===== config.mk =====
export PLATFORM = sky130hd
export DESIGN_NAME = numeric_literal_scanner
export DESIGN_NICKNAME = d
export VERILOG_FILES = /design/src/rtl/nls_pkg.sv /design/src/rtl/numeric_literal_scanner.sv /design/src/rtl/nls_core.sv /design/src/rtl/nls_out_reg.sv
export VERILOG_INCLUDE_DIRS = /design/src /design/src/rtl
export SDC_FILE = /design/constraint.sdc
export NUM_CORES = 1
export LEC_CHECK = 0
export ABC_AREA = 1
export BUFFER_PORTS_ARGS = -buffer_cell sky130_fd_sc_hd__buf_2
export CORE_ASPECT_RATIO = 0.9
export CORE_MARGIN = 4
export CORE_UTILIZATION = 45
export CTS_CLUSTER_DIAMETER = 40
export CTS_CLUSTER_SIZE = 24
export DETAILED_ROUTE_END_ITERATION = 10
export GPL_ROUTABILITY_DRIVEN = 0
export SYNTH_ARGS = -nofsm -noshare
export SYNTH_HDL_FRONTEND = slang
export SYNTH_SLANG_ARGS = --single-unit

===== constraint.sdc =====
create_clock -name clk -period 7.4 [get_ports clk]
set_clock_uncertainty 0.15 [all_clocks]
set_input_delay 0.74 -clock clk [delete_from_list [all_inputs] [get_ports clk]]
set_output_delay 0.74 -clock clk [all_outputs]
set_load 0.005 [all_outputs]

===== src/rtl/numeric_literal_scanner_defines.svh =====
// Assertion macros used by the numeric literal scanner core.
`ifndef NUMERIC_LITERAL_SCANNER_DEFINES_SVH
`define NUMERIC_LITERAL_SCANNER_DEFINES_SVH

// Same-cycle implication, checked on every rising edge outside reset.
`define NLS_ASSERT_NOW(label, ante, cons, msg) \
    label: assert property (@(posedge clk) disable iff (!rst_n) (ante) |-> (cons)) \
        else $error(msg);

// Next-cycle implication, checked on every rising edge outside reset.
`define NLS_ASSERT_NEXT(label, ante, cons, msg) \
    label: assert property (@(posedge clk) disable iff (!rst_n) (ante) |=> (cons)) \
        else $error(msg);

`endif


===== src/rtl/nls_pkg.sv =====
// Shared widths, codes and the result type of the numeric literal scanner.
package nls_pkg;

    localparam int CHAR_W                  = 8;
    localparam int VALUE_W                 = 64;
    localparam int KIND_W                  = 2;
    localparam int TEXT_LEN_W              = 8;
    localparam int DEFAULT_MAX_TEXT_LENGTH = 255;

    localparam logic [KIND_W-1:0] KIND_INT    = 2'd0;
    localparam logic [KIND_W-1:0] KIND_LONG   = 2'd1;
    localparam logic [KIND_W-1:0] KIND_DOUBLE = 2'd2;
    localparam logic [KIND_W-1:0] KIND_FLOAT  = 2'd3;

    typedef struct packed {
        logic [KIND_W-1:0]     literal_kind;
        logic                  unsigned_mark;
        logic [VALUE_W-1:0]    integer_value;
        logic                  handed_back;
        logic [TEXT_LEN_W-1:0] text_length;
        logic                  length_overflow;
    } nls_result_t;

endpackage


===== src/rtl/numeric_literal_scanner.sv =====
// A literal's result is registered and appears on m_axis in the cycle after the closing transaction.
// Throughput: one character per cycle while the input is not stalled; the scan state updates in the accepting cycle.
// The result register lets a character enter while the previous result is being taken.
// Input stalls only while a held result is not taken by the downstream side.
// Reset (rst_n low, asynchronous) returns the scanner to idle and drops any held result.
module numeric_literal_scanner #(
    parameter int MAX_TEXT_LENGTH = nls_pkg::DEFAULT_MAX_TEXT_LENGTH
) (
    input  logic        clk,
    input  logic        rst_n,
    input  logic        s_axis_tvalid,
    output logic        s_axis_tready,
    input  logic [7:0]  s_axis_tdata,   // [7:0] char_code
    input  logic [1:0]  s_axis_tuser,   // [0] starts_literal, [1] end_of_text
    output logic        m_axis_tvalid,
    input  logic        m_axis_tready,
    output logic [71:0] m_axis_tdata,   // [63:0] integer_value, [71:64] text_length
    output logic [4:0]  m_axis_tuser    // [1:0] literal_kind, [2] unsigned_mark,
                                        // [3] handed_back, [4] length_overflow
);

    logic                 accept;
    logic                 emit;
    nls_pkg::nls_result_t core_result;
    nls_pkg::nls_result_t out_result;

    assign accept = s_axis_tvalid && s_axis_tready;

    nls_core #(
        .MAX_TEXT_LENGTH (MAX_TEXT_LENGTH)
    ) u_core (
        .clk            (clk),
        .rst_n          (rst_n),
        .accept         (accept),
        .char_code      (s_axis_tdata),
        .starts_literal (s_axis_tuser[0]),
        .end_of_text    (s_axis_tuser[1]),
        .emit           (emit),
        .result         (core_result)
    );

    nls_out_reg u_out_reg (
        .clk       (clk),
        .rst_n     (rst_n),
        .load      (emit),
        .load_data (core_result),
        .out_ready (m_axis_tready),
        .out_valid (m_axis_tvalid),
        .in_ready  (s_axis_tready),
        .out_data  (out_result)
    );

    assign m_axis_tdata = {out_result.text_length, out_result.integer_value};
    assign m_axis_tuser = {out_result.length_overflow, out_result.handed_back,
                           out_result.unsigned_mark, out_result.literal_kind};

endmodule


===== src/rtl/nls_core.sv =====
// Literal scanning state and the per-character next-state and result logic.
`include "numeric_literal_scanner_defines.svh"

module nls_core #(
    parameter int MAX_TEXT_LENGTH = nls_pkg::DEFAULT_MAX_TEXT_LENGTH
) (
    input  logic                        clk,
    input  logic                        rst_n,
    input  logic                        accept,
    input  logic [nls_pkg::CHAR_W-1:0]  char_code,
    input  logic                        starts_literal,
    input  logic                        end_of_text,
    output logic                        emit,
    output nls_pkg::nls_result_t        result
);

    localparam int CNT_W = $clog2(MAX_TEXT_LENGTH + 1);
    localparam int EXT_W = CNT_W + nls_pkg::TEXT_LEN_W;
    localparam logic [CNT_W-1:0] CNT_MAX = CNT_W'(MAX_TEXT_LENGTH);

    localparam logic [3:0] PH_IDLE   = 4'd0;
    localparam logic [3:0] PH_ZERO   = 4'd1;
    localparam logic [3:0] PH_DEC    = 4'd2;
    localparam logic [3:0] PH_HEX    = 4'd3;
    localparam logic [3:0] PH_DFRAC  = 4'd4;
    localparam logic [3:0] PH_HFRAC  = 4'd5;
    localparam logic [3:0] PH_EXPM   = 4'd6;
    localparam logic [3:0] PH_EXPS   = 4'd7;
    localparam logic [3:0] PH_EXPD   = 4'd8;
    localparam logic [3:0] PH_FDONED = 4'd9;
    localparam logic [3:0] PH_FDONEF = 4'd10;
    localparam logic [3:0] PH_SU     = 4'd11;
    localparam logic [3:0] PH_SL     = 4'd12;
    localparam logic [3:0] PH_SLL    = 4'd13;
    localparam logic [3:0] PH_SDONE  = 4'd14;

    localparam logic [7:0] CH_0      = 8'h30;
    localparam logic [7:0] CH_9      = 8'h39;
    localparam logic [7:0] CH_LC_A   = 8'h61;
    localparam logic [7:0] CH_LC_E   = 8'h65;
    localparam logic [7:0] CH_LC_F   = 8'h66;
    localparam logic [7:0] CH_LC_L   = 8'h6C;
    localparam logic [7:0] CH_LC_P   = 8'h70;
    localparam logic [7:0] CH_LC_U   = 8'h75;
    localparam logic [7:0] CH_LC_X   = 8'h78;
    localparam logic [7:0] CH_DOT    = 8'h2E;
    localparam logic [7:0] CH_PLUS   = 8'h2B;
    localparam logic [7:0] CH_MINUS  = 8'h2D;
    localparam logic [7:0] CASE_BIT  = 8'h20;

    logic [3:0]                  phase_reg, phase_next;
    logic [nls_pkg::VALUE_W-1:0] value_reg, value_next;
    logic                        oct_base_reg, oct_base_next;
    logic                        oct_valid_reg, oct_valid_next;
    logic                        uns_reg, uns_next;
    logic                        long_reg, long_next;
    logic [CNT_W-1:0]            count_reg, count_next;
    logic                        ovf_reg, ovf_next;

    // Character classes; letters are folded to lower case.
    logic [7:0] lc;
    logic       is_digit, is_hex_alpha, is_hex, is_dot, is_sign;
    logic       is_e, is_p, is_x, is_u, is_l, is_f;
    logic [3:0] digit_val, hex_val;

    assign lc           = char_code | CASE_BIT;
    assign is_digit     = (char_code >= CH_0) && (char_code <= CH_9);
    assign is_hex_alpha = (lc >= CH_LC_A) && (lc <= CH_LC_F);
    assign is_hex       = is_digit || is_hex_alpha;
    assign is_dot       = (char_code == CH_DOT);
    assign is_sign      = (char_code == CH_PLUS) || (char_code == CH_MINUS);
    assign is_e         = (lc == CH_LC_E);
    assign is_p         = (lc == CH_LC_P);
    assign is_x         = (lc == CH_LC_X);
    assign is_u         = (lc == CH_LC_U);
    assign is_l         = (lc == CH_LC_L);
    assign is_f         = (lc == CH_LC_F);
    assign digit_val    = 4'(char_code - CH_0);
    assign hex_val      = is_digit ? digit_val : 4'(lc - CH_LC_A + 8'd10);

    // Shift-add products of the running value.
    logic [nls_pkg::VALUE_W-1:0] mul8, mul10, mul16;
    assign mul8  = {value_reg[nls_pkg::VALUE_W-4:0], 3'b000};
    assign mul10 = mul8 + {value_reg[nls_pkg::VALUE_W-2:0], 1'b0};
    assign mul16 = {value_reg[nls_pkg::VALUE_W-5:0], 4'b0000};

    // Integer suffix acceptance, per phase.
    logic       sfx_ok, sfx_u, sfx_l;
    logic [3:0] sfx_phase;

    always_comb
    begin
        sfx_ok    = 1'b0;
        sfx_u     = 1'b0;
        sfx_l     = 1'b0;
        sfx_phase = phase_reg;
        unique case (phase_reg)
            PH_ZERO, PH_DEC, PH_HEX:
            begin
                if (is_u)
                begin
                    sfx_ok = 1'b1; sfx_u = 1'b1; sfx_phase = PH_SU;
                end
                else if (is_l)
                begin
                    sfx_ok = 1'b1; sfx_l = 1'b1; sfx_phase = PH_SL;
                end
            end
            PH_SU:
            begin
                if (is_l)
                begin
                    sfx_ok = 1'b1; sfx_l = 1'b1; sfx_phase = PH_SL;
                end
            end
            PH_SL:
            begin
                if (is_l)
                begin
                    sfx_ok = 1'b1; sfx_phase = PH_SLL;
                end
                else if (is_u && !uns_reg)
                begin
                    sfx_ok = 1'b1; sfx_u = 1'b1; sfx_phase = PH_SDONE;
                end
            end
            PH_SLL:
            begin
                if (is_u && !uns_reg)
                begin
                    sfx_ok = 1'b1; sfx_u = 1'b1; sfx_phase = PH_SDONE;
                end
            end
            default:
            begin
                sfx_ok = 1'b0;
            end
        endcase
    end

    // Float suffix acceptance.
    logic       fsfx_ok;
    logic [3:0] fsfx_phase;
    assign fsfx_ok    = is_f || is_l;
    assign fsfx_phase = is_f ? PH_FDONEF : PH_FDONED;

    // Decimal or octal digit accumulation; a leading zero switches to octal.
    logic                        oct_eff, oct_valid_dig;
    logic [nls_pkg::VALUE_W-1:0] dig_value;
    assign oct_eff       = oct_base_reg || (phase_reg == PH_ZERO);
    assign oct_valid_dig = oct_valid_reg && (digit_val <= 4'd7);

    always_comb
    begin
        if (!oct_eff)
            dig_value = mul10 + nls_pkg::VALUE_W'(digit_val);
        else if (oct_valid_dig)
            dig_value = mul8 + nls_pkg::VALUE_W'(digit_val);
        else
            dig_value = value_reg;
    end

    // Next state for one transaction.
    logic fit, take, hand_back;

    always_comb
    begin
        phase_next     = phase_reg;
        value_next     = value_reg;
        oct_base_next  = oct_base_reg;
        oct_valid_next = oct_valid_reg;
        uns_next       = uns_reg;
        long_next      = long_reg;
        count_next     = count_reg;
        ovf_next       = ovf_reg;
        emit           = 1'b0;
        hand_back      = 1'b0;
        fit            = 1'b1;
        take           = 1'b0;

        if (accept)
        begin
            if (end_of_text || starts_literal)
            begin
                emit           = (phase_reg != PH_IDLE);
                hand_back      = !end_of_text;
                phase_next     = PH_IDLE;
                value_next     = '0;
                oct_base_next  = 1'b0;
                oct_valid_next = 1'b1;
                uns_next       = 1'b0;
                long_next      = 1'b0;
                count_next     = '0;
                ovf_next       = 1'b0;
                // A start on a character that cannot open a literal stays idle.
                if (!end_of_text && (is_digit || is_dot))
                begin
                    count_next = CNT_W'(1);
                    if (is_dot)
                        phase_next = PH_DFRAC;
                    else if (char_code == CH_0)
                        phase_next = PH_ZERO;
                    else
                    begin
                        phase_next = PH_DEC;
                        value_next = nls_pkg::VALUE_W'(digit_val);
                    end
                end
            end
            else if (phase_reg != PH_IDLE)
            begin
                unique case (phase_reg)
                    PH_ZERO, PH_DEC:
                    begin
                        if ((phase_reg == PH_ZERO) && is_x)
                        begin
                            take = 1'b1; phase_next = PH_HEX;
                        end
                        else if (is_digit)
                        begin
                            take           = 1'b1;
                            phase_next     = PH_DEC;
                            oct_base_next  = oct_eff;
                            oct_valid_next = oct_eff ? oct_valid_dig : oct_valid_reg;
                            value_next     = dig_value;
                        end
                        else if (is_dot)
                        begin
                            take = 1'b1; phase_next = PH_DFRAC;
                        end
                        else if (is_e)
                        begin
                            take = 1'b1; phase_next = PH_EXPM;
                        end
                        else
                            fit = sfx_ok;
                    end
                    PH_HEX:
                    begin
                        if (is_hex)
                        begin
                            take       = 1'b1;
                            value_next = mul16 + nls_pkg::VALUE_W'(hex_val);
                        end
                        else if (is_dot)
                        begin
                            take = 1'b1; phase_next = PH_HFRAC;
                        end
                        else if (is_p)
                        begin
                            take = 1'b1; phase_next = PH_EXPM;
                        end
                        else
                            fit = sfx_ok;
                    end
                    PH_DFRAC:
                    begin
                        if (is_digit)
                            take = 1'b1;
                        else if (is_e)
                        begin
                            take = 1'b1; phase_next = PH_EXPM;
                        end
                        else
                            fit = fsfx_ok;
                    end
                    PH_HFRAC:
                    begin
                        if (is_hex)
                            take = 1'b1;
                        else if (is_p)
                        begin
                            take = 1'b1; phase_next = PH_EXPM;
                        end
                        else
                            fit = fsfx_ok;
                    end
                    PH_EXPM:
                    begin
                        if (is_sign)
                        begin
                            take = 1'b1; phase_next = PH_EXPS;
                        end
                        else if (is_digit)
                        begin
                            take = 1'b1; phase_next = PH_EXPD;
                        end
                        else
                            fit = fsfx_ok;
                    end
                    PH_EXPS, PH_EXPD:
                    begin
                        if (is_digit)
                        begin
                            take = 1'b1; phase_next = PH_EXPD;
                        end
                        else
                            fit = fsfx_ok;
                    end
                    PH_SU, PH_SL, PH_SLL:
                    begin
                        fit = sfx_ok;
                    end
                    default:
                    begin
                        fit = 1'b0;
                    end
                endcase

                if (fit && !take)
                begin
                    // Suffix character: the phase tells which suffix table applies.
                    if (phase_reg == PH_DFRAC || phase_reg == PH_HFRAC
                        || phase_reg == PH_EXPM || phase_reg == PH_EXPS
                        || phase_reg == PH_EXPD)
                        phase_next = fsfx_phase;
                    else
                    begin
                        phase_next = sfx_phase;
                        uns_next   = uns_reg || sfx_u;
                        long_next  = long_reg || sfx_l;
                    end
                end

                if (take)
                begin
                    if (count_reg != CNT_MAX)
                        count_next = count_reg + CNT_W'(1);
                    else
                        ovf_next = 1'b1;
                end

                if (!fit)
                begin
                    emit           = 1'b1;
                    hand_back      = 1'b1;
                    phase_next     = PH_IDLE;
                    value_next     = '0;
                    oct_base_next  = 1'b0;
                    oct_valid_next = 1'b1;
                    uns_next       = 1'b0;
                    long_next      = 1'b0;
                    count_next     = '0;
                    ovf_next       = 1'b0;
                end
            end
        end
    end

    // The emitted literal is the state before this transaction, handed_back aside.
    logic             float_lit;
    logic [EXT_W-1:0] count_ext;
    assign float_lit = (phase_reg >= PH_DFRAC) && (phase_reg <= PH_FDONEF);
    assign count_ext = EXT_W'(count_reg);

    always_comb
    begin
        if (phase_reg == PH_FDONEF)
            result.literal_kind = nls_pkg::KIND_FLOAT;
        else if (float_lit)
            result.literal_kind = nls_pkg::KIND_DOUBLE;
        else if (long_reg)
            result.literal_kind = nls_pkg::KIND_LONG;
        else
            result.literal_kind = nls_pkg::KIND_INT;
        result.unsigned_mark   = !float_lit && uns_reg;
        result.integer_value   = float_lit ? '0 : value_reg;
        result.handed_back     = hand_back;
        result.text_length     = (count_ext > EXT_W'(8'hFF)) ? 8'hFF
                                 : count_ext[nls_pkg::TEXT_LEN_W-1:0];
        result.length_overflow = ovf_reg;
    end

    always_ff @(posedge clk or negedge rst_n)
    begin
        if (!rst_n)
        begin
            phase_reg     <= PH_IDLE;
            value_reg     <= '0;
            oct_base_reg  <= 1'b0;
            oct_valid_reg <= 1'b1;
            uns_reg       <= 1'b0;
            long_reg      <= 1'b0;
            count_reg     <= '0;
            ovf_reg       <= 1'b0;
        end
        else
        begin
            phase_reg     <= phase_next;
            value_reg     <= value_next;
            oct_base_reg  <= oct_base_next;
            oct_valid_reg <= oct_valid_next;
            uns_reg       <= uns_next;
            long_reg      <= long_next;
            count_reg     <= count_next;
            ovf_reg       <= ovf_next;
        end
    end

    `NLS_ASSERT_NEXT(a_eot_goes_idle, accept && end_of_text, phase_reg == PH_IDLE,
        "scanner not idle after end of text")
    `NLS_ASSERT_NOW(a_ovf_at_max, ovf_reg, count_reg == CNT_MAX,
        "length overflow flagged below the maximum length")
    `NLS_ASSERT_NOW(a_idle_is_clear, phase_reg == PH_IDLE,
        (value_reg == '0) && (count_reg == '0) && !ovf_reg && !uns_reg && !long_reg,
        "idle scanner holds literal state")
    `NLS_ASSERT_NOW(a_no_emit_idle, emit, accept && (phase_reg != PH_IDLE),
        "result raised without an open literal")

endmodule


===== src/rtl/nls_out_reg.sv =====
// Result register that decouples the result stream from character input.
module nls_out_reg (
    input  logic                 clk,
    input  logic                 rst_n,
    input  logic                 load,
    input  nls_pkg::nls_result_t load_data,
    input  logic                 out_ready,
    output logic                 out_valid,
    output logic                 in_ready,
    output nls_pkg::nls_result_t out_data
);

    logic                 valid_reg;
    nls_pkg::nls_result_t data_reg;

    // A new character may enter whenever no result is held or the held result leaves this cycle.
    assign in_ready  = !valid_reg || out_ready;
    assign out_valid = valid_reg;
    assign out_data  = data_reg;

    always_ff @(posedge clk or negedge rst_n)
    begin
        if (!rst_n)
            valid_reg <= 1'b0;
        else if (load)
            valid_reg <= 1'b1;
        else if (out_ready)
            valid_reg <= 1'b0;
    end

    always_ff @(posedge clk)
    begin
        if (load)
            data_reg <= load_data;
    end

endmodule

* Word-level counts from Yosys, hierarchy flattened
Cells that the tools add are included.
Operators by class: add/subtract/negate cells 8, order comparisons 8, eq/ne operators 42, multiplexer cells 124, reductions and logical operators 43
Operators by type and width (number):
- 2-to-1 mux 64 bit | 10
- adder 64 x 4 -> 64 bit | 3
- one-hot mux 64 bit (2 select lines) | 1
- 2-to-1 mux 4 bit | 24
- 2-to-1 mux 1 bit | 75
- adder 64 bit | 1
- equality test 7 x 6 -> 1 bit, second input constant | 6
- 2-to-1 mux 8 bit | 5
- equality test 8 x 6 -> 1 bit, second input constant | 4
- one-hot mux 4 bit (6 select lines) | 1
- inequality test 3 x 2 -> 1 bit, second input constant | 7
- equality test 4 bit, second input constant | 5
- inequality test 5 bit, second input constant | 4
- equality test 4 x 3 -> 1 bit, second input constant | 4
- one-hot mux 4 bit (4 select lines) | 1
- AND reduction 7 bit | 2
- logical OR 1 bit | 13
- AND reduction 4 bit | 3
- logical AND 1 bit | 10
- inequality test 9 x 8 -> 1 bit, second input constant | 1
- adder 8 x 1 -> 8 bit, second input constant | 1
- equality test 4 x 2 -> 1 bit, second input constant | 2
- >= comparator 8 x 6 -> 1 bit, second input constant | 1
- >= comparator 8 x 7 -> 1 bit, second input constant | 1
- other kinds (27) | 40
Word-level totals: register bits 159, bits of input ports 14, output and inout bits 79, logic and storage cells 241

* Longest topological paths before layout
Gate-level depths: netlist of run 1.
depth in word-level cells 18, depth in mapped cells 20, mapped depth without buffers 20

* Cells and area by module
From an unflattened synthesis of run 1, not the netlist that was laid out.
Unflattened totals: cell total of the unflattened synthesis 2709, area total of the unflattened synthesis 16555.9 sq um
Modules (own cells, without submodules):
- nls_core | instances 1, cells each 2625, area an instance 14191.1 sq um
- nls_out_reg | instances 1, cells each 82, area an instance 2357.3 sq um
- numeric_literal_scanner | instances 1, cells each 2, area an instance 7.5 sq um

* Worst setup path after synthesis of run 1
No wires, ideal clock.
kind input to register, start input port s_axis_tdata[1], end register u_out_reg.data_reg (netlist bit u_out_reg.out_data[0]), enable pin, setup time 607 ps, arrival time 7407 ps, setup slack -765 ps, stages on the path 14, cells stage by stage inv_1 ha_1 nor2_1 nand2_1 nand3_1 inv_2 o21ai_1 inv_2 nor2_4 nand3_4 nand2_4 inv_4 buf_2 nor3_1
Between the ends: word-level cells in the longest chain between the ends 17, elaborated cells on any way between the ends 46, those cells by class order compare (4); eq/ne (9); mux (26); reduce/logical (7)
Ends and longest elaborated chain:
- start: declaration | line numeric_literal_scanner.sv:13 | input logic [7:0] s_axis_tdata,
- equality test 7 x 6 -> 1 bit | line nls_core.sv:75 | assign is_u = (lc == CH_LC_U);
- logical AND 1 bit | line nls_core.sv:122, nls_core.sv:129
- 2-to-1 mux 1 bit | line nls_core.sv:122, nls_core.sv:129
- 2-to-1 mux 1 bit | line nls_core.sv:118 | if (is_l)
- one-hot mux 1 bit (4 select lines) | line nls_core.sv:97 | unique case (phase_reg)
- 2-to-1 mux 1 bit | line nls_core.sv:231 | else if (is_e)
- 2-to-1 mux 1 bit | line nls_core.sv:227 | else if (is_dot)
- 2-to-1 mux 1 bit | line nls_core.sv:219 | else if (is_digit)
- [2 not listed]
- 2-to-1 mux 1 bit * | line nls_core.sv:210 | else if (phase_reg != PH_IDLE)
- 2-to-1 mux 1 bit * | line nls_core.sv:183 | if (end_of_text || starts_literal)
- 2-to-1 mux 1 bit * | line nls_core.sv:181 | if (accept)
- 2-to-1 mux 1 bit * | line nls_core.sv:333 | if (!fit)
- 2-to-1 mux 1 bit * | line nls_core.sv:210
- 2-to-1 mux 1 bit * | line nls_core.sv:183
- 2-to-1 mux 1 bit * | line nls_core.sv:181
- net emit | line numeric_literal_scanner.sv:23 | logic emit;
- end signal: assignment | line nls_out_reg.sv:34 | data_reg <= load_data;
- end: declaration | line nls_out_reg.sv:14 | nls_pkg::nls_result_t data_reg;
The timed path passes the listed nets; every way through them passes the cells marked *. The select of a mux whose other input is x is not followed. A chain may end at the register's enable or synchronous reset.

* Final worst setup path of run 1
start input port s_axis_tdata[1], end register u_core.value_reg[10] (netlist bit)
Between the ends: word-level cells in the longest chain between the ends 16, elaborated cells on any way between the ends 69, those cells by class add/sub (6); order compare (5); eq/ne (14); mux (33); reduce/logical (11)
Ends and longest elaborated chain:
- parallel branches: the longest is 16 deep, another holds adder 64 x 4 -> 64 bit
- end signal: assignment | line nls_core.sv:390 | value_reg <= value_next;
- end: declaration | line nls_core.sv:52 | logic [nls_pkg::VALUE_W-1:0] value_reg, value_next;
Several ways; the timed one is not identified. The select of a mux whose other input is x is not followed.

==> results of run 1 <==
==> per-layer routing <==
layer / GRT usage (%) / up-vias / wire length (µm)
li1: - / 8829 / -
met1: 42.1 / 8174 / 26600
met2: 46.7 / 888 / 27000
met3: 5.84 / 109 / 5940
met4: 9.67 / 0 / 2030
met5: 0 / - / 0
==> path summary, 6_finish.rpt <==
path | start | end | slack [ps] | cells after the start
min in group asynchronous | rst_n | u_core.value_reg[0] | 510 | 2
max in group asynchronous | rst_n | u_core.phase_reg[0] | 5320 | 3
min | u_core.ovf_reg | u_out_reg.out_data[0] | 320 | 0
min reg2reg | u_core.ovf_reg | u_out_reg.out_data[0] | 320 | 0
max | s_axis_tdata[1] | u_core.value_reg[10] | 2470 | 18
max reg2reg | u_core.phase_reg[1] | u_core.value_reg[43] | 2820 | 14
==> final cells by class <==
| cell class | count | share of cell area (%) |
|---|---|---|
| clock buffers | 18 | 2.37 |
| clock inverters | 14 | 0.834 |
| inverters | 432 | 8.95 |
| multi-input cells | 2068 | 57.5 |
| flip-flops and latches | 159 | 24.1 |
| well taps | 476 | 3.28 |
| repair buffers | 103 | 3.02 |
==> layout by cell type (no fill, tap or decap), types with 5 or more instances in the layout <==
cell                          n
sky130_fd_sc_hd__nand2_1    914
sky130_fd_sc_hd__nand3_1    194
sky130_fd_sc_hd__nand2_2      6
sky130_fd_sc_hd__nor4_1       5
sky130_fd_sc_hd__o21bai_1    13
sky130_fd_sc_hd__dfrtp_1     81
sky130_fd_sc_hd__o21ai_1     23
sky130_fd_sc_hd__edfxtp_1    77
sky130_fd_sc_hd__a22oi_1      5
sky130_fd_sc_hd__nand3b_1     8
sky130_fd_sc_hd__a21oi_1    129
sky130_fd_sc_hd__o21ai_0    104
sky130_fd_sc_hd__buf_2       91
sky130_fd_sc_hd__clkbuf_16   17
sky130_fd_sc_hd__nor3_1      62
sky130_fd_sc_hd__xor2_1      47
sky130_fd_sc_hd__nand3_2     14
sky130_fd_sc_hd__buf_4       11
sky130_fd_sc_hd__inv_2       13
sky130_fd_sc_hd__nor2_1     303
sky130_fd_sc_hd__a211oi_1     5
sky130_fd_sc_hd__a31oi_1      6
sky130_fd_sc_hd__xnor2_1      5
sky130_fd_sc_hd__inv_1      418
sky130_fd_sc_hd__o211ai_1    12
sky130_fd_sc_hd__ha_1       130
sky130_fd_sc_hd__nand4_1     42
sky130_fd_sc_hd__clkinv_4     5
sky130_fd_sc_hd__nor2_2       7
==> cells in the mapped netlist (all sizes together), types with 42 or more instances <==
cell    instances
nand3         209
xor2           47
inv           432
nor2          314
a21oi         130
dfrtp          81
ha            130
nor3           63
nand2         921
o21ai         128
nand4          42
edfxtp         77
==> repair_timing <==
action                                 4_1_cts  5_1_grt
buffers inserted                             0        0
hold buffers                                 1        0
endpoints found under the hold margin        9        0
==> stage by stage <==
stage          utilization (%)  hold slack, ps  setup slack (ps)  instances  instance area (µm²)
6_report                  49.9             320              2470       3270                18100
3_5_place_dp              48.3             305              2120       3237                17600
2_1_floorplan                -             275              1610       2717                16700
3_3_place_gp              48.3             306              2220       3237                17600
5_1_grt                   49.9             344              2170       3270                18100
4_1_cts                   49.9             326              2560       3270                18100
==> power by group through the flow <==
stage                     combinational [mW]  clock, mW  sequential (mW)
after floorplan                        0.394          0             1.06
after global routing                   0.684      0.936             1.05
after global placement                 0.611          0             1.06
after detailed placement               0.614          0             1.06
after CTS                              0.617      0.894             1.04
final                                  0.620      0.881             1.04
==> worst reg2reg max path: stages, from the launching register on <==
cell	delay, ps
sky130_fd_sc_hd__dfrtp_1	500
sky130_fd_sc_hd__nand2_1	230
sky130_fd_sc_hd__nor2_4	140
sky130_fd_sc_hd__buf_4	570
sky130_fd_sc_hd__inv_2	80
sky130_fd_sc_hd__nand2_1	120
sky130_fd_sc_hd__nand2_1	130
sky130_fd_sc_hd__nand3_4	200
sky130_fd_sc_hd__nand2_4	330
sky130_fd_sc_hd__inv_4	520
sky130_fd_sc_hd__nand2_1	110
sky130_fd_sc_hd__nand2_1	140
sky130_fd_sc_hd__inv_1	60
sky130_fd_sc_hd__nand2_2	820
sky130_fd_sc_hd__o21ai_0	310
==> logic make-up after synthesis <==
kind of cell / after synthesis / synth area share (%)
adder cells (fa/ha/maj): 132 / 10.0
XOR/XNOR: 52 / 2.73
AO/OA/AOI/OAI: 316 / 10.4
buffers and inverters: 490 / 11.5
AND/OR/NAND/NOR: 1568 / 39.2
flip-flops: 159 / 26.2
==> impl_metrics.xml, run 1 <==
<?xml version="1.0" encoding="UTF-8"?>
<metrics>
  <group name="sta">
    <metric name="final_hold_viol_count" unit="">0</metric>
    <metric name="max_freq" unit="MHz">203</metric>
    <metric name="crit_share_post_route" unit="%">66.6</metric>
    <metric name="rsz0062_at_grt" unit="">false</metric>
    <metric name="final_count_of_negative_setup_slack_endpoints" unit="">0</metric>
    <metric name="drv_slew" unit="">0</metric>
    <metric name="max_slew.worst_pin.slew" unit="ps">1190</metric>
    <metric name="layout_min_cycle_time" unit="ps">4930</metric>
    <metric name="totalNegativeSetupSlack" unit="ps">0</metric>
    <metric name="maxSlewHeadroom" unit="%">20.7</metric>
  </group>
  <group name="clocking">
    <metric name="htree_num_levels" unit="">4</metric>
    <metric name="cts.repair.resized" unit="">0</metric>
    <metric name="cts.sinks" unit="">159</metric>
    <metric name="tritoncts.num_buffers" unit="">17</metric>
    <metric name="clkLatencyLatePin" unit="ps">450</metric>
    <metric name="cts_tree" unit="">yes</metric>
    <metric name="ctsLongestPathBuffers" unit="">2</metric>
    <metric name="cts.reportedPaths.clkPinSlew" unit="ps">60</metric>
    <metric name="cts-root-buf" unit="">sky130_fd_sc_hd__clkbuf_16</metric>
  </group>
  <group name="global_routing">
    <metric name="grt_max_degree" unit="">75</metric>
    <metric name="groute.usage.overall" unit="%">30.0</metric>
    <metric name="wire_length_of_the_first_global_routing_pass" unit="µm">94300</metric>
    <metric name="globalRoute.totalOverflow" unit="">0</metric>
    <metric name="antenna_found_initial" unit="">0</metric>
    <metric name="first_global_vias" unit="">16332</metric>
  </group>
  <group name="synth">
    <metric name="synth_sequential_area_ratio" unit="%">26.2</metric>
    <metric name="postSynthCellCount" unit="">2717</metric>
    <metric name="synth_top_flop_cell" unit="">sky130_fd_sc_hd__dfrtp_1</metric>
    <metric name="yosysWarningCount" unit="">0</metric>
    <metric name="synth_cell_type_count" unit="">54</metric>
    <metric name="synth_top_area_share" unit="%">20.6</metric>
    <metric name="library_cell_with_the_largest_summed_area_after_synthesis" unit="">sky130_fd_sc_hd__nand2_1</metric>
    <metric name="synth_enable_flop_cells" unit="">77</metric>
    <metric name="synth.cell_area" unit="µm²">16700</metric>
    <metric name="postSynthRegisterBits" unit="">159</metric>
    <metric name="syn-num-nets" unit="">2863</metric>
    <metric name="synthesis.area_per_instance" unit="µm²">6.13</metric>
    <metric name="ys_top_cells_by_area" unit="">sky130_fd_sc_hd__nand2_1 21%, sky130_fd_sc_hd__edfxtp_1 14%, sky130_fd_sc_hd__dfrtp_1 12%</metric>
    <metric name="ffs_w_async_s_r_synth" unit="%">51.6</metric>
  </group>
  <group name="die">
    <metric name="core.rowCount" unit="">66</metric>
    <metric name="io-pin-count" unit="">93</metric>
    <metric name="fp.dieArea" unit="µm²">40200</metric>
    <metric name="initial_utilization" unit="%">45.9</metric>
    <metric name="fp.dieH" unit="µm">191</metric>
    <metric name="design.core.area" unit="µm²">36300</metric>
    <metric name="dieWidth" unit="µm">211</metric>
  </group>
  <group name="setup_path">
    <metric name="cp_cell_sequence" unit="">buf_2 -&gt; inv_1 -&gt; ha_1 -&gt; nor2_1 -&gt; nand2_1 -&gt; nand3_1 -&gt; inv_2 -&gt; o21ai_1 -&gt; inv_2 -&gt; nor2_4 -&gt; nand3_4 -&gt; nand2_4 -&gt; inv_4 -&gt; nand2_1 -&gt; nand2_1 -&gt; a21oi_4 -&gt; buf_4 -&gt; o21ai_0</metric>
    <metric name="critical_path_s_largest_stage_delay" unit="ps">830</metric>
    <metric name="critPathRequiredTime" unit="ps">7550</metric>
    <metric name="crit_arrival" unit="ps">5080</metric>
    <metric name="crit_family" unit="">simple AND/OR/NAND/NOR gates</metric>
    <metric name="cp_common_cell" unit="">sky130_fd_sc_hd__nand2_1</metric>
    <metric name="path_class" unit="">in2reg</metric>
    <metric name="critical_path_buf_inv_count" unit="">6</metric>
    <metric name="critical_path_peak_fanout" unit="">37</metric>
    <metric name="critical_path.endpoint_type" unit="">flop</metric>
    <metric name="critPathLaunchType" unit="">input port</metric>
    <metric name="timing.critical_path.slowest_stage_cell" unit="">sky130_fd_sc_hd__a21oi_4</metric>
  </group>
  <group name="power">
    <metric name="pwr-share-comb" unit="%">24.4</metric>
    <metric name="pwr-share-clk" unit="%">34.6</metric>
    <metric name="seqPwrFrac" unit="%">41.0</metric>
    <metric name="total_leakage_power" unit="nW">9.20</metric>
    <metric name="switching_part_of_the_total_power" unit="%">35.2</metric>
    <metric name="p_switching" unit="mW">0.895</metric>
    <metric name="cellInternalPower" unit="mW">1.65</metric>
    <metric name="p_per_area" unit="nW/µm²">140</metric>
    <metric name="power.ir.vdd_worst" unit="mV">0.202</metric>
    <metric name="p_total" unit="mW">2.54</metric>
  </group>
  <group name="drt">
    <metric name="vias_per_cell" unit="">5.50</metric>
    <metric name="wire_per_inst" unit="µm">18.8</metric>
    <metric name="drtPass1Iterations" unit="">6</metric>
    <metric name="dr.first_iter.drc_count" unit="">1896</metric>
    <metric name="number_of_remaining_drc_errors" unit="">0</metric>
    <metric name="wirelength" unit="µm">61600</metric>
    <metric name="drt.antenna.violating_nets" unit="">0</metric>
    <metric name="num_vias" unit="">18000</metric>
  </group>
  <group name="final_layout">
    <metric name="largest_register_ff_count" unit="">77</metric>
    <metric name="multiInputGateArea" unit="µm²">10400</metric>
    <metric name="share_of_post_route_cells_with_drive_strength_above_1" unit="%">6.69</metric>
    <metric name="final-seq-area" unit="µm²">4370</metric>
    <metric name="syn_to_final_growth" unit="%">8.88</metric>
    <metric name="layout_nets" unit="">2927</metric>
    <metric name="antenna_cells" unit="">0</metric>
    <metric name="filler_cell_count" unit="">3840</metric>
  </group>
  <group name="run">
    <metric name="maxCapViolCount" unit="">0</metric>
  </group>
  <group name="outcome">
    <metric name="outcome" unit="">completed</metric>
  </group>
  <group name="placed_design">
    <metric name="buffer_ports.inserted" unit="">92</metric>
    <metric name="dp_hpwl" unit="µm">49300</metric>
  </group>
  <group name="min_path">
    <metric name="kind_of_path_behind_the_tightest_hold_check" unit="">reg2reg</metric>
  </group>
</metrics>
(Power assumes the default switching activity.)
==> inputs of run 2 (changes only) <==
Clock period 7.4 ns to 4.6 ns, I/O delays scaled along.
==> run 2 against run 1 <==
  * Cell area increased by 0.35%
  * Sequential share of layout area decreased by 0.083 points
  * Worst setup slack got worse by 1600 ps
  * Via count increased by 1.9%
  * Combinational power increased by 60%
  * Non-clock buffer count increased by 8
  * Sequential cell count unchanged
  * First-iteration DRC count increased by 2.5%
  * Critical endpoint is now u_core.value_reg[44]
  * Largest cell class unchanged
  * Highest routed layer unchanged
==> impl_metrics.xml, run 2 (synthesized netlist as in run 1, its figures left out) <==
<?xml version="1.0" encoding="UTF-8"?>
<metrics>
  <group name="drt">
    <metric name="drtPass1Iterations" unit="">6</metric>
    <metric name="drt.antenna.violating_nets" unit="">0</metric>
    <metric name="dr.first_iter.drc_count" unit="">1944</metric>
    <metric name="number_of_remaining_drc_errors" unit="">0</metric>
    <metric name="wirelength" unit="µm">64400</metric>
    <metric name="num_vias" unit="">18335</metric>
    <metric name="wire_per_inst" unit="µm">19.6</metric>
    <metric name="vias_per_cell" unit="">5.59</metric>
  </group>
  <group name="power">
    <metric name="p_per_area" unit="nW/µm²">227</metric>
    <metric name="power.ir.vdd_worst" unit="mV">0.248</metric>
    <metric name="total_leakage_power" unit="nW">9.24</metric>
    <metric name="p_total" unit="mW">4.13</metric>
  </group>
  <group name="setup_path">
    <metric name="critical_path.endpoint_type" unit="">flop</metric>
    <metric name="reg2reg_from" unit="">u_core.value_reg[42]</metric>
    <metric name="critical_path_buf_inv_count" unit="">3</metric>
    <metric name="regToRegEndpoint" unit="">u_core.value_reg[44]</metric>
    <metric name="timing.critical_path.slowest_stage_cell" unit="">sky130_fd_sc_hd__dfrtp_1</metric>
    <metric name="critical_path_peak_fanout" unit="">8</metric>
    <metric name="cp_common_cell" unit="">sky130_fd_sc_hd__nand2_1</metric>
    <metric name="critPathLaunchType" unit="">flop</metric>
    <metric name="path_class" unit="">reg2reg</metric>
    <metric name="crit_arrival" unit="ps">3950</metric>
    <metric name="critical_path_s_largest_stage_delay" unit="ps">630</metric>
    <metric name="timing.reg2reg.setup_slack" unit="ps">850</metric>
    <metric name="crit_family" unit="">simple AND/OR/NAND/NOR gates</metric>
    <metric name="cp_cell_sequence" unit="">ha_1 -&gt; ha_1 -&gt; nand2_1 -&gt; nor2_1 -&gt; inv_1 -&gt; nor2_1 -&gt; inv_1 -&gt; nor2_1 -&gt; nand3_1 -&gt; nand4_1 -&gt; nand3_1 -&gt; nand2_1 -&gt; nand2_1 -&gt; nand3_1 -&gt; nand2_1 -&gt; nand2_1 -&gt; inv_1</metric>
    <metric name="reg2reg_depth" unit="">17</metric>
    <metric name="critPathRequiredTime" unit="ps">4800</metric>
  </group>
  <group name="sta">
    <metric name="layout_min_cycle_time" unit="ps">3750</metric>
    <metric name="maxSlewHeadroom" unit="%">39.9</metric>
    <metric name="rsz0062_at_grt" unit="">false</metric>
    <metric name="holdWs" unit="ps">172</metric>
    <metric name="final_count_of_negative_setup_slack_endpoints" unit="">0</metric>
    <metric name="drv_slew" unit="">0</metric>
    <metric name="totalNegativeSetupSlack" unit="ps">0</metric>
    <metric name="fin_ws" unit="ps">853</metric>
    <metric name="max_slew.worst_pin.slew" unit="ps">894</metric>
    <metric name="final_hold_viol_count" unit="">0</metric>
    <metric name="max_freq" unit="MHz">267</metric>
    <metric name="crit_share_post_route" unit="%">81.5</metric>
  </group>
  <group name="global_routing">
    <metric name="first_global_vias" unit="">16856</metric>
    <metric name="globalRoute.totalOverflow" unit="">0</metric>
    <metric name="grt.met2_usage" unit="%">47.5</metric>
    <metric name="antenna_found_initial" unit="">0</metric>
    <metric name="wire_length_of_the_first_global_routing_pass" unit="µm">97500</metric>
    <metric name="groute.layer.met3.usage" unit="%">8.46</metric>
    <metric name="grt_max_degree" unit="">75</metric>
    <metric name="global_route.usage.met1" unit="%">42.5</metric>
    <metric name="globalRoute.busiestLayer" unit="">met2</metric>
    <metric name="groute.usage.overall" unit="%">31.4</metric>
  </group>
  <group name="clocking">
    <metric name="ctsLongestPathBuffers" unit="">2</metric>
    <metric name="cts.repair.resized" unit="">0</metric>
    <metric name="cts.sinks" unit="">159</metric>
    <metric name="cts-root-buf" unit="">sky130_fd_sc_hd__clkbuf_16</metric>
    <metric name="htree_num_levels" unit="">4</metric>
    <metric name="cts_post_setup_buffers_inserted" unit="">0</metric>
    <metric name="tritoncts.num_buffers" unit="">17</metric>
    <metric name="cts-hold-fix-buffers" unit="">1</metric>
    <metric name="cts_tree" unit="">yes</metric>
    <metric name="cts.reportedPaths.clkPinSlew" unit="ps">70</metric>
    <metric name="clkLatencyLatePin" unit="ps">460</metric>
  </group>
  <group name="placed_design">
    <metric name="buffer_ports.inserted" unit="">92</metric>
    <metric name="dpl_ws" unit="ps">840</metric>
    <metric name="number_of_placed_instances_with_taps_included" unit="">3245</metric>
    <metric name="dp_hpwl" unit="µm">51600</metric>
    <metric name="post_dp_cell_area" unit="µm²">17600</metric>
  </group>
  <group name="min_path">
    <metric name="worst_hold_path.endpoint" unit="">u_out_reg.out_valid</metric>
    <metric name="worstHoldPathCells" unit="">4</metric>
    <metric name="kind_of_path_behind_the_tightest_hold_check" unit="">in2reg</metric>
    <metric name="worst_hold_start" unit="">m_axis_tready</metric>
  </group>
  <group name="final_layout">
    <metric name="layout.cells.most_common" unit="">sky130_fd_sc_hd__nand2_1</metric>
    <metric name="stdcell_count" unit="">3278</metric>
    <metric name="multiInputGateArea" unit="µm²">10400</metric>
    <metric name="postLayoutCellArea" unit="µm²">18200</metric>
    <metric name="share_of_post_route_cells_with_drive_strength_above_1" unit="%">6.96</metric>
    <metric name="final-seq-area" unit="µm²">4370</metric>
    <metric name="largest_register_ff_count" unit="">77</metric>
    <metric name="layout.core_utilization" unit="%">50.1</metric>
    <metric name="antenna_cells" unit="">0</metric>
    <metric name="layout.cells.most_common_list" unit="">914 x sky130_fd_sc_hd__nand2_1, 418 x sky130_fd_sc_hd__inv_1, 303 x sky130_fd_sc_hd__nor2_1, 194 x sky130_fd_sc_hd__nand3_1, 130 x sky130_fd_sc_hd__ha_1</metric>
    <metric name="layout_nets" unit="">2935</metric>
    <metric name="syn_to_final_growth" unit="%">9.25</metric>
    <metric name="filler_cell_count" unit="">3799</metric>
  </group>
  <group name="outcome">
    <metric name="outcome" unit="">completed</metric>
  </group>
  <group name="run">
    <metric name="maxCapViolCount" unit="">0</metric>
  </group>
  <group name="die">
    <metric name="fp.dieArea" unit="µm²">40200</metric>
    <metric name="design.core.area" unit="µm²">36300</metric>
    <metric name="fp.dieH" unit="µm">191</metric>
    <metric name="initial_utilization" unit="%">45.9</metric>
    <metric name="dieWidth" unit="µm">211</metric>
    <metric name="core.rowCount" unit="">66</metric>
    <metric name="io-pin-count" unit="">93</metric>
  </group>
</metrics>
run 2: changes by cell type in the layout (fill, tap and decap cells not counted), sizes merged:
cell      delta
clkinv       -3
bufinv       +1
buf          +8
clkinvlp     +1
inv          +1
run 2: cell type report:
type                       count  area share (%)
clock buffer                  18            2.36
sequential                   159            24.0
tap                          476            3.27
multi-input combinational   2068            57.3
inverter                     432            8.92
timing repair buffer         111            3.34
clock inverter                14           0.845
run 2: tightest hold or removal path, cell delays in order:
cell and delay [ps]:
sky130_fd_sc_hd__buf_2 70, sky130_fd_sc_hd__inv_1 30, sky130_fd_sc_hd__nand2_1 90, sky130_fd_sc_hd__o31ai_1 80
run 2: where the power goes:
group | total (mW) | internal (mW) | switching (mW)
logic | 0.993 | 0.284 | 0.709
clock network | 1.46 | 0.807 | 0.650
registers | 1.68 | 1.61 | 0.0697
total | 4.13 | 2.70 | 1.43
run 2: worst max path at each step:
stage                    startpoint               endpoint  depth (start not counted)
4_1_cts        u_core.value_reg[21]   u_core.value_reg[56]                         15
6_report       u_core.value_reg[42]   u_core.value_reg[44]                         17
3_3_place_gp        s_axis_tdata[3]   u_core.value_reg[63]                         18
3_5_place_dp        s_axis_tdata[1]   u_core.value_reg[40]                         17
5_1_grt        u_core.value_reg[22]   u_core.value_reg[40]                         16
2_1_floorplan       s_axis_tdata[1]  u_out_reg.out_data[0]                         14
run 2: layer usage:
metal | vias up | routed length (µm)
met2 | 947 | 27600
met3 | 141 | 6610
li1 | 8856 | -
met1 | 8391 | 27300
met4 | 0 | 2800
met5 | - | 0
